===== config.mk =====
export PLATFORM = sky130hd
export DESIGN_NAME = modified_utf8_decoder_unit
export DESIGN_NICKNAME = d
export VERILOG_FILES = /design/src/rtl/mu8_pkg.sv /design/src/rtl/modified_utf8_decoder_unit.sv
export SDC_FILE = /design/constraint.sdc
export NUM_CORES = 1
export LEC_CHECK = 0
export ABC_AREA = 1
export BUFFER_PORTS_ARGS = -buffer_cell sky130_fd_sc_hd__buf_4
export CORE_MARGIN = 2
export CORE_UTILIZATION = 58
export CTS_CLUSTER_SIZE = 12
export DETAILED_ROUTE_END_ITERATION = 7
export GPL_TIMING_DRIVEN = 1
export PLACE_DENSITY = 0.76
export SLEW_MARGIN = 20
export SYNTH_ARGS = -nofsm -noshare
export SYNTH_HDL_FRONTEND = slang
export SYNTH_SLANG_ARGS = --single-unit

===== constraint.sdc =====
create_clock -name clk -period 3.1 [get_ports clk]
set_clock_uncertainty 0.15 [all_clocks]
set_input_delay 0.155 -clock clk [delete_from_list [all_inputs] [get_ports clk]]
set_output_delay 0.155 -clock clk [all_outputs]
set_load 0.03 [all_outputs]

===== src/rtl/mu8_pkg.sv =====
package mu8_pkg;

  typedef enum logic [1:0] {
    ST_CHAR     = 2'd0,
    ST_TRUNC    = 2'd1,
    ST_BAD_CONT = 2'd2,
    ST_BAD_LEAD = 2'd3
  } status_t;

  typedef struct packed {
    logic [15:0] code_unit;
    status_t     status;
    logic [15:0] error_offset;
    logic        end_of_string;
  } result_t;

  localparam logic [7:0] LEAD2_MASK  = 8'hE0;
  localparam logic [7:0] LEAD2_CODE  = 8'hC0;
  localparam logic [7:0] LEAD3_MASK  = 8'hF0;
  localparam logic [7:0] LEAD3_CODE  = 8'hE0;
  localparam logic [1:0] CONT_TAG    = 2'b10;
  localparam logic [1:0] PEND_TWO    = 2'd2;

endpackage


===== src/rtl/modified_utf8_decoder_unit.sv =====
// modified utf-8 decoder, one string payload byte per transaction
//
// in channel: in_tdata carries one payload byte, in_tlast marks the last byte
// of the string. out channel: one decoded 16-bit code unit or one error per
// transaction; out_tuser gives the status (character, truncated, bad
// continuation, bad lead), out_tlast closes the string. multi-byte lead bytes
// not at string end and bytes dropped after an error give no transaction.
//
// a byte accepted passes the input register, then the decode logic feeding
// the result register, from which its result shows. throughput: one byte per
// cycle unless out_tready stalls a held result; the decode state update is a
// single pass of logic between the input register and the result register.
//
// reset clears the sequence state, the byte offset and both pipeline valids.
// when the receiver holds out_tready low the result stays in place, one more
// byte waits in the input register, and in_tready then drops until the result
// is taken.
module modified_utf8_decoder_unit (
  input  logic        clk,
  input  logic        rst_n,
  input  logic        in_tvalid,
  output logic        in_tready,
  input  logic [7:0]  in_tdata,   // [7:0] data_byte
  input  logic        in_tlast,   // last_byte
  output logic        out_tvalid,
  input  logic        out_tready,
  output logic [31:0] out_tdata,  // [15:0] code_unit, [31:16] error_offset
  output logic [1:0]  out_tuser,  // [1:0] status
  output logic        out_tlast   // end_of_string
);

  // input register
  logic        in_vld_r;
  logic [7:0]  byte_r;
  logic        last_r;

  // decode state
  logic [1:0]  pend_r,    pend_nxt;
  logic [15:0] part_r,    part_nxt;
  logic [15:0] lead_r,    lead_nxt;
  logic [15:0] cnt_r,     cnt_nxt;
  logic        cbad_r,    cbad_nxt;
  logic        drop_r,    drop_nxt;

  // result register
  logic              out_vld_r;
  mu8_pkg::result_t  res_r;
  mu8_pkg::result_t  res_nxt;
  logic              emit;

  logic        advance;
  logic        bad_now;
  logic [15:0] part_or;
  logic [1:0]  pend_dec;

  assign advance   = in_vld_r && (!out_vld_r || out_tready);
  assign in_tready = !in_vld_r || advance;

  always_ff @(posedge clk) begin
    if (!rst_n) begin
      in_vld_r <= 1'b0;
    end else if (in_tready) begin
      in_vld_r <= in_tvalid;
    end
  end

  always_ff @(posedge clk) begin
    if (in_tready && in_tvalid) begin
      byte_r <= in_tdata;
      last_r <= in_tlast;
    end
  end

  always_comb begin
    bad_now  = cbad_r || (byte_r[7:6] != mu8_pkg::CONT_TAG);
    part_or  = part_r | ((pend_r == mu8_pkg::PEND_TWO) ? {4'b0, byte_r[5:0], 6'b0}
                                                        : {10'b0, byte_r[5:0]});
    pend_dec = pend_r - 2'd1;

    pend_nxt = pend_r;
    part_nxt = part_r;
    lead_nxt = lead_r;
    cbad_nxt = cbad_r;
    drop_nxt = drop_r;
    cnt_nxt  = last_r ? 16'd0 : cnt_r + 16'd1;

    emit    = 1'b0;
    res_nxt = '{code_unit: 16'd0, status: mu8_pkg::ST_CHAR,
                error_offset: 16'd0, end_of_string: last_r};

    if (drop_r) begin
      if (last_r) drop_nxt = 1'b0;
    end else if (pend_r == 2'd0) begin
      if (!byte_r[7]) begin
        emit = 1'b1;
        res_nxt.code_unit = {8'b0, byte_r};
      end else if ((byte_r & mu8_pkg::LEAD2_MASK) == mu8_pkg::LEAD2_CODE ||
                   (byte_r & mu8_pkg::LEAD3_MASK) == mu8_pkg::LEAD3_CODE) begin
        if (last_r) begin
          emit = 1'b1;
          res_nxt.status = mu8_pkg::ST_TRUNC;
        end else begin
          lead_nxt = cnt_r;
          cbad_nxt = 1'b0;
          if ((byte_r & mu8_pkg::LEAD2_MASK) == mu8_pkg::LEAD2_CODE) begin
            pend_nxt = 2'd1;
            part_nxt = {5'b0, byte_r[4:0], 6'b0};
          end else begin
            pend_nxt = mu8_pkg::PEND_TWO;
            part_nxt = {byte_r[3:0], 12'b0};
          end
        end
      end else begin
        emit = 1'b1;
        res_nxt.status       = mu8_pkg::ST_BAD_LEAD;
        res_nxt.error_offset = cnt_r;
        if (!last_r) drop_nxt = 1'b1;
      end
    end else begin
      if (pend_dec == 2'd0) begin
        emit = 1'b1;
        if (bad_now) begin
          res_nxt.status       = mu8_pkg::ST_BAD_CONT;
          res_nxt.error_offset = lead_r + 16'd2;
          if (!last_r) drop_nxt = 1'b1;
        end else begin
          res_nxt.code_unit = part_or;
        end
        pend_nxt = 2'd0;
        part_nxt = 16'd0;
        lead_nxt = 16'd0;
        cbad_nxt = 1'b0;
      end else begin
        pend_nxt = pend_dec;
        part_nxt = part_or;
        cbad_nxt = bad_now;
        if (last_r) begin
          emit = 1'b1;
          res_nxt.status = mu8_pkg::ST_TRUNC;
        end
      end
    end

    // every string end starts the next one clean
    if (last_r) begin
      pend_nxt = 2'd0;
      part_nxt = 16'd0;
      lead_nxt = 16'd0;
      cbad_nxt = 1'b0;
    end
  end

  always_ff @(posedge clk) begin
    if (!rst_n) begin
      pend_r <= 2'd0;
      part_r <= 16'd0;
      lead_r <= 16'd0;
      cnt_r  <= 16'd0;
      cbad_r <= 1'b0;
      drop_r <= 1'b0;
    end else if (advance) begin
      pend_r <= pend_nxt;
      part_r <= part_nxt;
      lead_r <= lead_nxt;
      cnt_r  <= cnt_nxt;
      cbad_r <= cbad_nxt;
      drop_r <= drop_nxt;
    end
  end

  always_ff @(posedge clk) begin
    if (!rst_n) begin
      out_vld_r <= 1'b0;
    end else if (advance) begin
      out_vld_r <= emit;
    end else if (out_tready) begin
      out_vld_r <= 1'b0;
    end
  end

  always_ff @(posedge clk) begin
    if (advance && emit) res_r <= res_nxt;
  end

  assign out_tvalid = out_vld_r;
  assign out_tdata  = {res_r.error_offset, res_r.code_unit};
  assign out_tuser  = res_r.status;
  assign out_tlast  = res_r.end_of_string;

`ifndef NO_ASSERTIONS
  a_err_zero_unit: assert property (@(posedge clk) disable iff (!rst_n)
    out_vld_r && res_r.status != mu8_pkg::ST_CHAR |-> res_r.code_unit == 16'd0)
    else $error("error result carries a nonzero code unit");

  a_no_offset: assert property (@(posedge clk) disable iff (!rst_n)
    out_vld_r && (res_r.status == mu8_pkg::ST_CHAR || res_r.status == mu8_pkg::ST_TRUNC)
    |-> res_r.error_offset == 16'd0)
    else $error("offset set on a result that has none");

  a_trunc_ends: assert property (@(posedge clk) disable iff (!rst_n)
    out_vld_r && res_r.status == mu8_pkg::ST_TRUNC |-> res_r.end_of_string)
    else $error("truncation reported before string end");

  a_drop_idle: assert property (@(posedge clk) disable iff (!rst_n)
    drop_r |-> pend_r == 2'd0 && !cbad_r)
    else $error("sequence still open while dropping");

  a_pend_range: assert property (@(posedge clk) disable iff (!rst_n)
    pend_r != 2'd3)
    else $error("pending count out of range");
`endif

endmodule

# Word-level counts from Yosys, hierarchy flattened
# Cells that the tools add are included.
dict set report word_totals {
  reg_bits 98
  latch_bits 0
  ram_bits 0
  mem_bits_ro 0
  mem_count 0
}
dict set report op_classes {
  n_addsub 3
  multipliers 0
  div_mod_pow 0
  n_lt_le_gt_ge 0
  n_eq_ne 7
  n_shift 0
  muxes 54
  n_bitwise 1
  n_reduce_logical 15
}
# cell n
set op_table {}
lappend op_table {{16-bit two-way mux} 18}
lappend op_table {{18-bit two-way mux} 2}
lappend op_table {{34-bit two-way mux} 1}
lappend op_table {{1-bit two-way mux} 22}
lappend op_table {{2-bit two-way mux} 9}
lappend op_table {{16-bit by 1-bit adder with 16-bit output (second input constant)} 1}
lappend op_table {{16-bit by 2-bit adder with 16-bit output (second input constant)} 1}
lappend op_table {{16-bit by 12-bit OR with 16-bit output} 1}
lappend op_table {{12-bit two-way mux} 1}
lappend op_table {{7-bit two-way mux} 1}
lappend op_table {{5-bit AND reduction} 1}
lappend op_table {{4-bit equality test (second input constant)} 1}
lappend op_table {{2-bit zero test} 2}
lappend op_table {{1-bit logical OR} 4}
lappend op_table {{2-bit inequality test (second input constant)} 2}
lappend op_table {{4-bit AND reduction} 1}
lappend op_table {{3-bit equality test (second input constant)} 1}
lappend op_table {{1-bit logical AND} 3}
lappend op_table {{3-bit by 2-bit inequality test with 1-bit output (second input constant)} 1}
lappend op_table {{3-bit inequality test (second input constant)} 1}
lappend op_table {{3-bit nonzero test} 1}
lappend op_table {{2-bit equality test (second input constant)} 1}
lappend op_table {{1-bit zero test} 2}
lappend op_table {{2-bit nonzero test} 1}
lappend op_table {{2-bit by 1-bit subtractor with 2-bit output (second input constant)} 1}

# Longest topological paths before layout
dict set report logic_depth {
  word_depth 7
  ltp_mapped 11
}

# Worst setup path before layout
# Ideal clock, no wire load.
dict set report synth_timing {
  path_type {reg2reg}
  startpoint {register pend_r[0]}
  endpoint {register res_r (netlist bit out_tdata[0]) (enable)}
  arrival_ns 1.833
  path_slack_ns 0.728
  stages_incl_launch_ff 8
  n_path_buf 0
  path_cell_list {dfxtp_1 -> inv_1 -> ha_1 -> inv_2 -> nand3_2 -> a21boi_0 -> nand2_1 -> inv_1}
}
dict set report synth_via {
  elab_chain_len 6
  elab_cells_between_ends 7
}
# item line
set synth_rtl {}
lappend synth_rtl {{start, declared} modified_utf8_decoder_unit.sv:38} ;# logic [1:0] pend_r, pend_nxt;
lappend synth_rtl {{start signal, assigned} modified_utf8_decoder_unit.sv:162} ;# pend_r <= pend_nxt;
lappend synth_rtl {{2-bit by 1-bit subtractor with 2-bit output} modified_utf8_decoder_unit.sv:78} ;# pend_dec = pend_r - 2'd1;
lappend synth_rtl {{2-bit zero test} modified_utf8_decoder_unit.sv:120} ;# if (pend_dec == 2'd0) begin
lappend synth_rtl {{1-bit two-way mux} modified_utf8_decoder_unit.sv:120}
lappend synth_rtl {{1-bit two-way mux *} modified_utf8_decoder_unit.sv:93} ;# end else if (pend_r == 2'd0) begin
lappend synth_rtl {{1-bit two-way mux *} modified_utf8_decoder_unit.sv:91} ;# if (drop_r) begin
lappend synth_rtl {{1-bit logical AND *} modified_utf8_decoder_unit.sv:182} ;# if (advance && emit) res_r <= res_nxt;
lappend synth_rtl {{end signal, assigned} modified_utf8_decoder_unit.sv:182}
lappend synth_rtl {{end, declared} modified_utf8_decoder_unit.sv:47} ;# mu8_pkg::result_t res_r;
# Every way passes the cells marked *; elsewhere a longest branch is shown, timed or not.
# A chain may end at the register's enable or synchronous reset.

# Worst setup path in the final report
dict set report layout_timing {
  startpoint {register pend_r[0]}
  endpoint {register res_r (netlist bit out_tdata[27]) (enable)}
}
# Same word-level chain as after synthesis.

==> results.yml <==
timing:
  setup_viol: 0
  fin_crit_sh: 0.802
  maxSlewHeadroom: 0.431
  rsz0062_at_grt: "false"
  max_clock_freq_mhz: 402
  hold_violations: 0
  worst_slew_pin_slew_ps: 853
  final_max_slew_viol_count: 0
  min_period_ps: 2490
  finalSetupTns_ps: 0
grt:
  met1_usage: 0.385
  grt_max_degree: 27
  grt_pass1_wl_um: 17900
  grt_busiest_layer: "met2"
  grt.total_usage: 0.269
  antenna_found_initial: 0
  grt-ovfl-total: 0
  grtUsageMet2: 0.414
  grt_pass1_vias: 3768
  gr-usage-met3: 0.0444
critical_path:
  crit_type: "reg -> reg"
  crit_required_ps: 3020
  cpMaxStageDelayCell: "inv_1"
  cp_common_cell: "inv_1"
  reg2reg_to: "out_tdata[27]"
  cp_max_fo: 26
  critPathLaunch: "pend_r[0]"
  max_stage_delay_ps: 360
  cp-end-kind: "flop"
  worstSetupStartpointType: "flop"
  reg2regPathDepth: 8
  critPathArrivalTime_ps: 2410
  r2r_start: "pend_r[0]"
  r2r_slack_ps: 610
  path_cells: "inv_1, ha_1, inv_2, nand3_2, a21boi_0, nand2_1, inv_1, buf_12"
clock_network:
  cts.clk_slew.worst_paths_ps: 90
  postCtsSetupBuffers: 0
  clk_latency_ps: 360
  cts_max_level: 3
  cts-root-buf: "clkbuf_8"
  clk_path_buf_depth: 2
  cts_tree: "built"
  cts_resized: 0
  clock-sinks: 98
  cts_buffers: 9
die:
  die_x_um: 92.3
  start_util: 0.591
  floorplan.core_area_mm2: 0.00765
  row_count: 32
  dieArea_mm2: 0.00851
  die_h_um: 92.3
  pin_count: 50
power_and_ir_drop:
  p_clk_frac: 0.337
  p_comb_frac: 0.127
  p_int_mw: 1.98
  p_switching_uw: 721
  leakagePower_nw: 2.13
  p_per_area_mw_per_mm2: 509
  irDropWorstVdd_mv: 0.370
  switching_share: 0.267
  seq_power_share: 0.535
placed_design:
  post-place-cells: 696
  gp_congestion: 0.917
  portBuffers: 49
  hpwlAfterDp_um: 7410
worst_hold_path:
  worstHoldStart: "part_r[3]"
  hold_class: "reg -> reg"
  min_to: "part_r[3]"
  min_path_cells: 2
final_layout:
  final_nets: 636
  fin_util: 0.693
  syn2layout_area_growth_pct: 17.3
  drive_gt1_frac: 0.141
  diodes: 0
  fin_cells: 725
yosys:
  ys_types: 31
  postSynthCellCount: 558
  syn_area_per_cell_um2: 8.10
  synth_edf_count: 44
  synth_top_area_frac: 0.292
  syn_area_mm2: 0.00452
  synth.largest_area_cell: "edfxtp_1"
  ys_dominant_reg_cell: "dfxtp_1"
  ys_top_cells_by_area: "edfxtp_1 (29%), dfxtp_1 (24%), nand2_1 (11%), a21oi_1 (6.4%), inv_1 (5.8%)"
  ys_ff_latch: 98
  synth_warnings: 0
  synth_nets: 576
  synthTopCellsByCount: "nand2_1 (135), inv_1 (70), nor2_1 (65)"
  async_reset_ff_frac: 0
  yosysSeqAreaShare: 0.532
  yosysMostFrequentCell: "nand2_1"
routing:
  drt_iter0_drc: 302
  vias_per_cell: 5.48
  drc_errors: 0
  drt_wl_total_um: 10700
  wire_per_inst_um: 14.8
  ant_nets: 0
  dr.pass1.iters: 7
  vias: 3975
job:
  cap_violations: 0
outcome:
  status: "finished, final reports clean"
logic make-up after synthesis:
| group | Yosys count | share of synthesized area |
|---|---|---|
| compound gates | 90 | 0.107 |
| flops | 98 | 0.532 |
| buf+inv | 92 | 0.0831 |
| simple gates | 272 | 0.263 |
| fa+ha+maj | 5 | 0.0138 |
| xor+xnor | 1 | 0.00194 |
cell usage in the layout (no fill, tap or decap), types with 3 or more instances in the layout:
master and count:
inv_1 70, dlygate4sd3_1 13, nand3_1 32, nand2_1 135, inv_2 7, nor2_1 65, nor2_4 3, o21ai_0 17
buf_4 50, ha_1 5, dfxtp_1 54, o22ai_1 10, edfxtp_1 44, clkbuf_8 9, nor3_1 8, or2_2 3
a21oi_1 58, nand4_1 18
worst max-delay path by stage:
stage,endpoint,slack (ps),depth (start not counted)
after detailed placement,out_tdata[9],750,8
after global routing,out_tuser[0],500,8
final,out_tdata[27],610,8
after floorplan,out_tdata[0],730,7
after global placement,out_tdata[7],850,8
after CTS,out_tdata[17],640,8
metrics by stage:
step / instance area (um^2) / hold WS [ps] / setup WS [ps] / power [mW]
2_1_floorplan: 4520 / 104 / 728 / 1.69
3_3_place_gp: 4950 / 184 / 848 / 1.79
3_5_place_dp: 4950 / 185 / 747 / 1.80
4_1_cts: 5300 / 307 / 638 / 2.70
5_1_grt: 5300 / 332 / 499 / 2.80
6_report: 5300 / 307 / 615 / 2.70
area by class of cell:
type | count | area (um^2)
clock inverter | 7 | 91.3
inverter | 77 | 289
timing repair buffer | 64 | 526
sequential | 98 | 2400
tap | 102 | 128
clock buffer | 9 | 124
multi-input combinational | 368 | 1740
fill | 622 | 2350
worst max-delay path: cells and delay by family, from the launching register on:
| kind | cells | cell delay, ps |
|---|---|---|
| buffers and inverters | 4 | 810 |
| and+or+nand+nor | 2 | 360 |
| DFF | 1 | 330 |
| adders and majority gates | 1 | 270 |
| AOI/OAI and AO/OA | 1 | 270 |
repair_timing:
action | in CTS | in global routing
hold buffers | 13 | 0
hold endpoints to repair | 16 | 0
setup endpoints to repair | 0 | 0
registers in the layout, summed over array words and instances (netlist names):
register,count
byte_r,8
cbad_r,1
cnt_r,16
drop_r,1
in_vld_r,1
last_r,1
lead_r,16
out_tdata,32
out_tlast,1
out_tuser,2
out_tvalid,1
part_r,16
pend_r,2
power groups by stage:
stage / registers [mW] / clock network (mW) / logic [mW]
after CTS: 1.44 / 0.918 / 0.340
after floorplan: 1.52 / 0 / 0.177
final: 1.44 / 0.911 / 0.343
after detailed placement: 1.47 / 0 / 0.325
after global routing: 1.45 / 0.977 / 0.376
after global placement: 1.47 / 0 / 0.321
routing by layer:
metal,up-vias,part of all wire
met1,1836,0.46
met5,-,0
met2,169,0.45
met4,0,0.017
met3,17,0.069
li1,1953,-
Note: power is estimated with default switching activity, not from simulation.
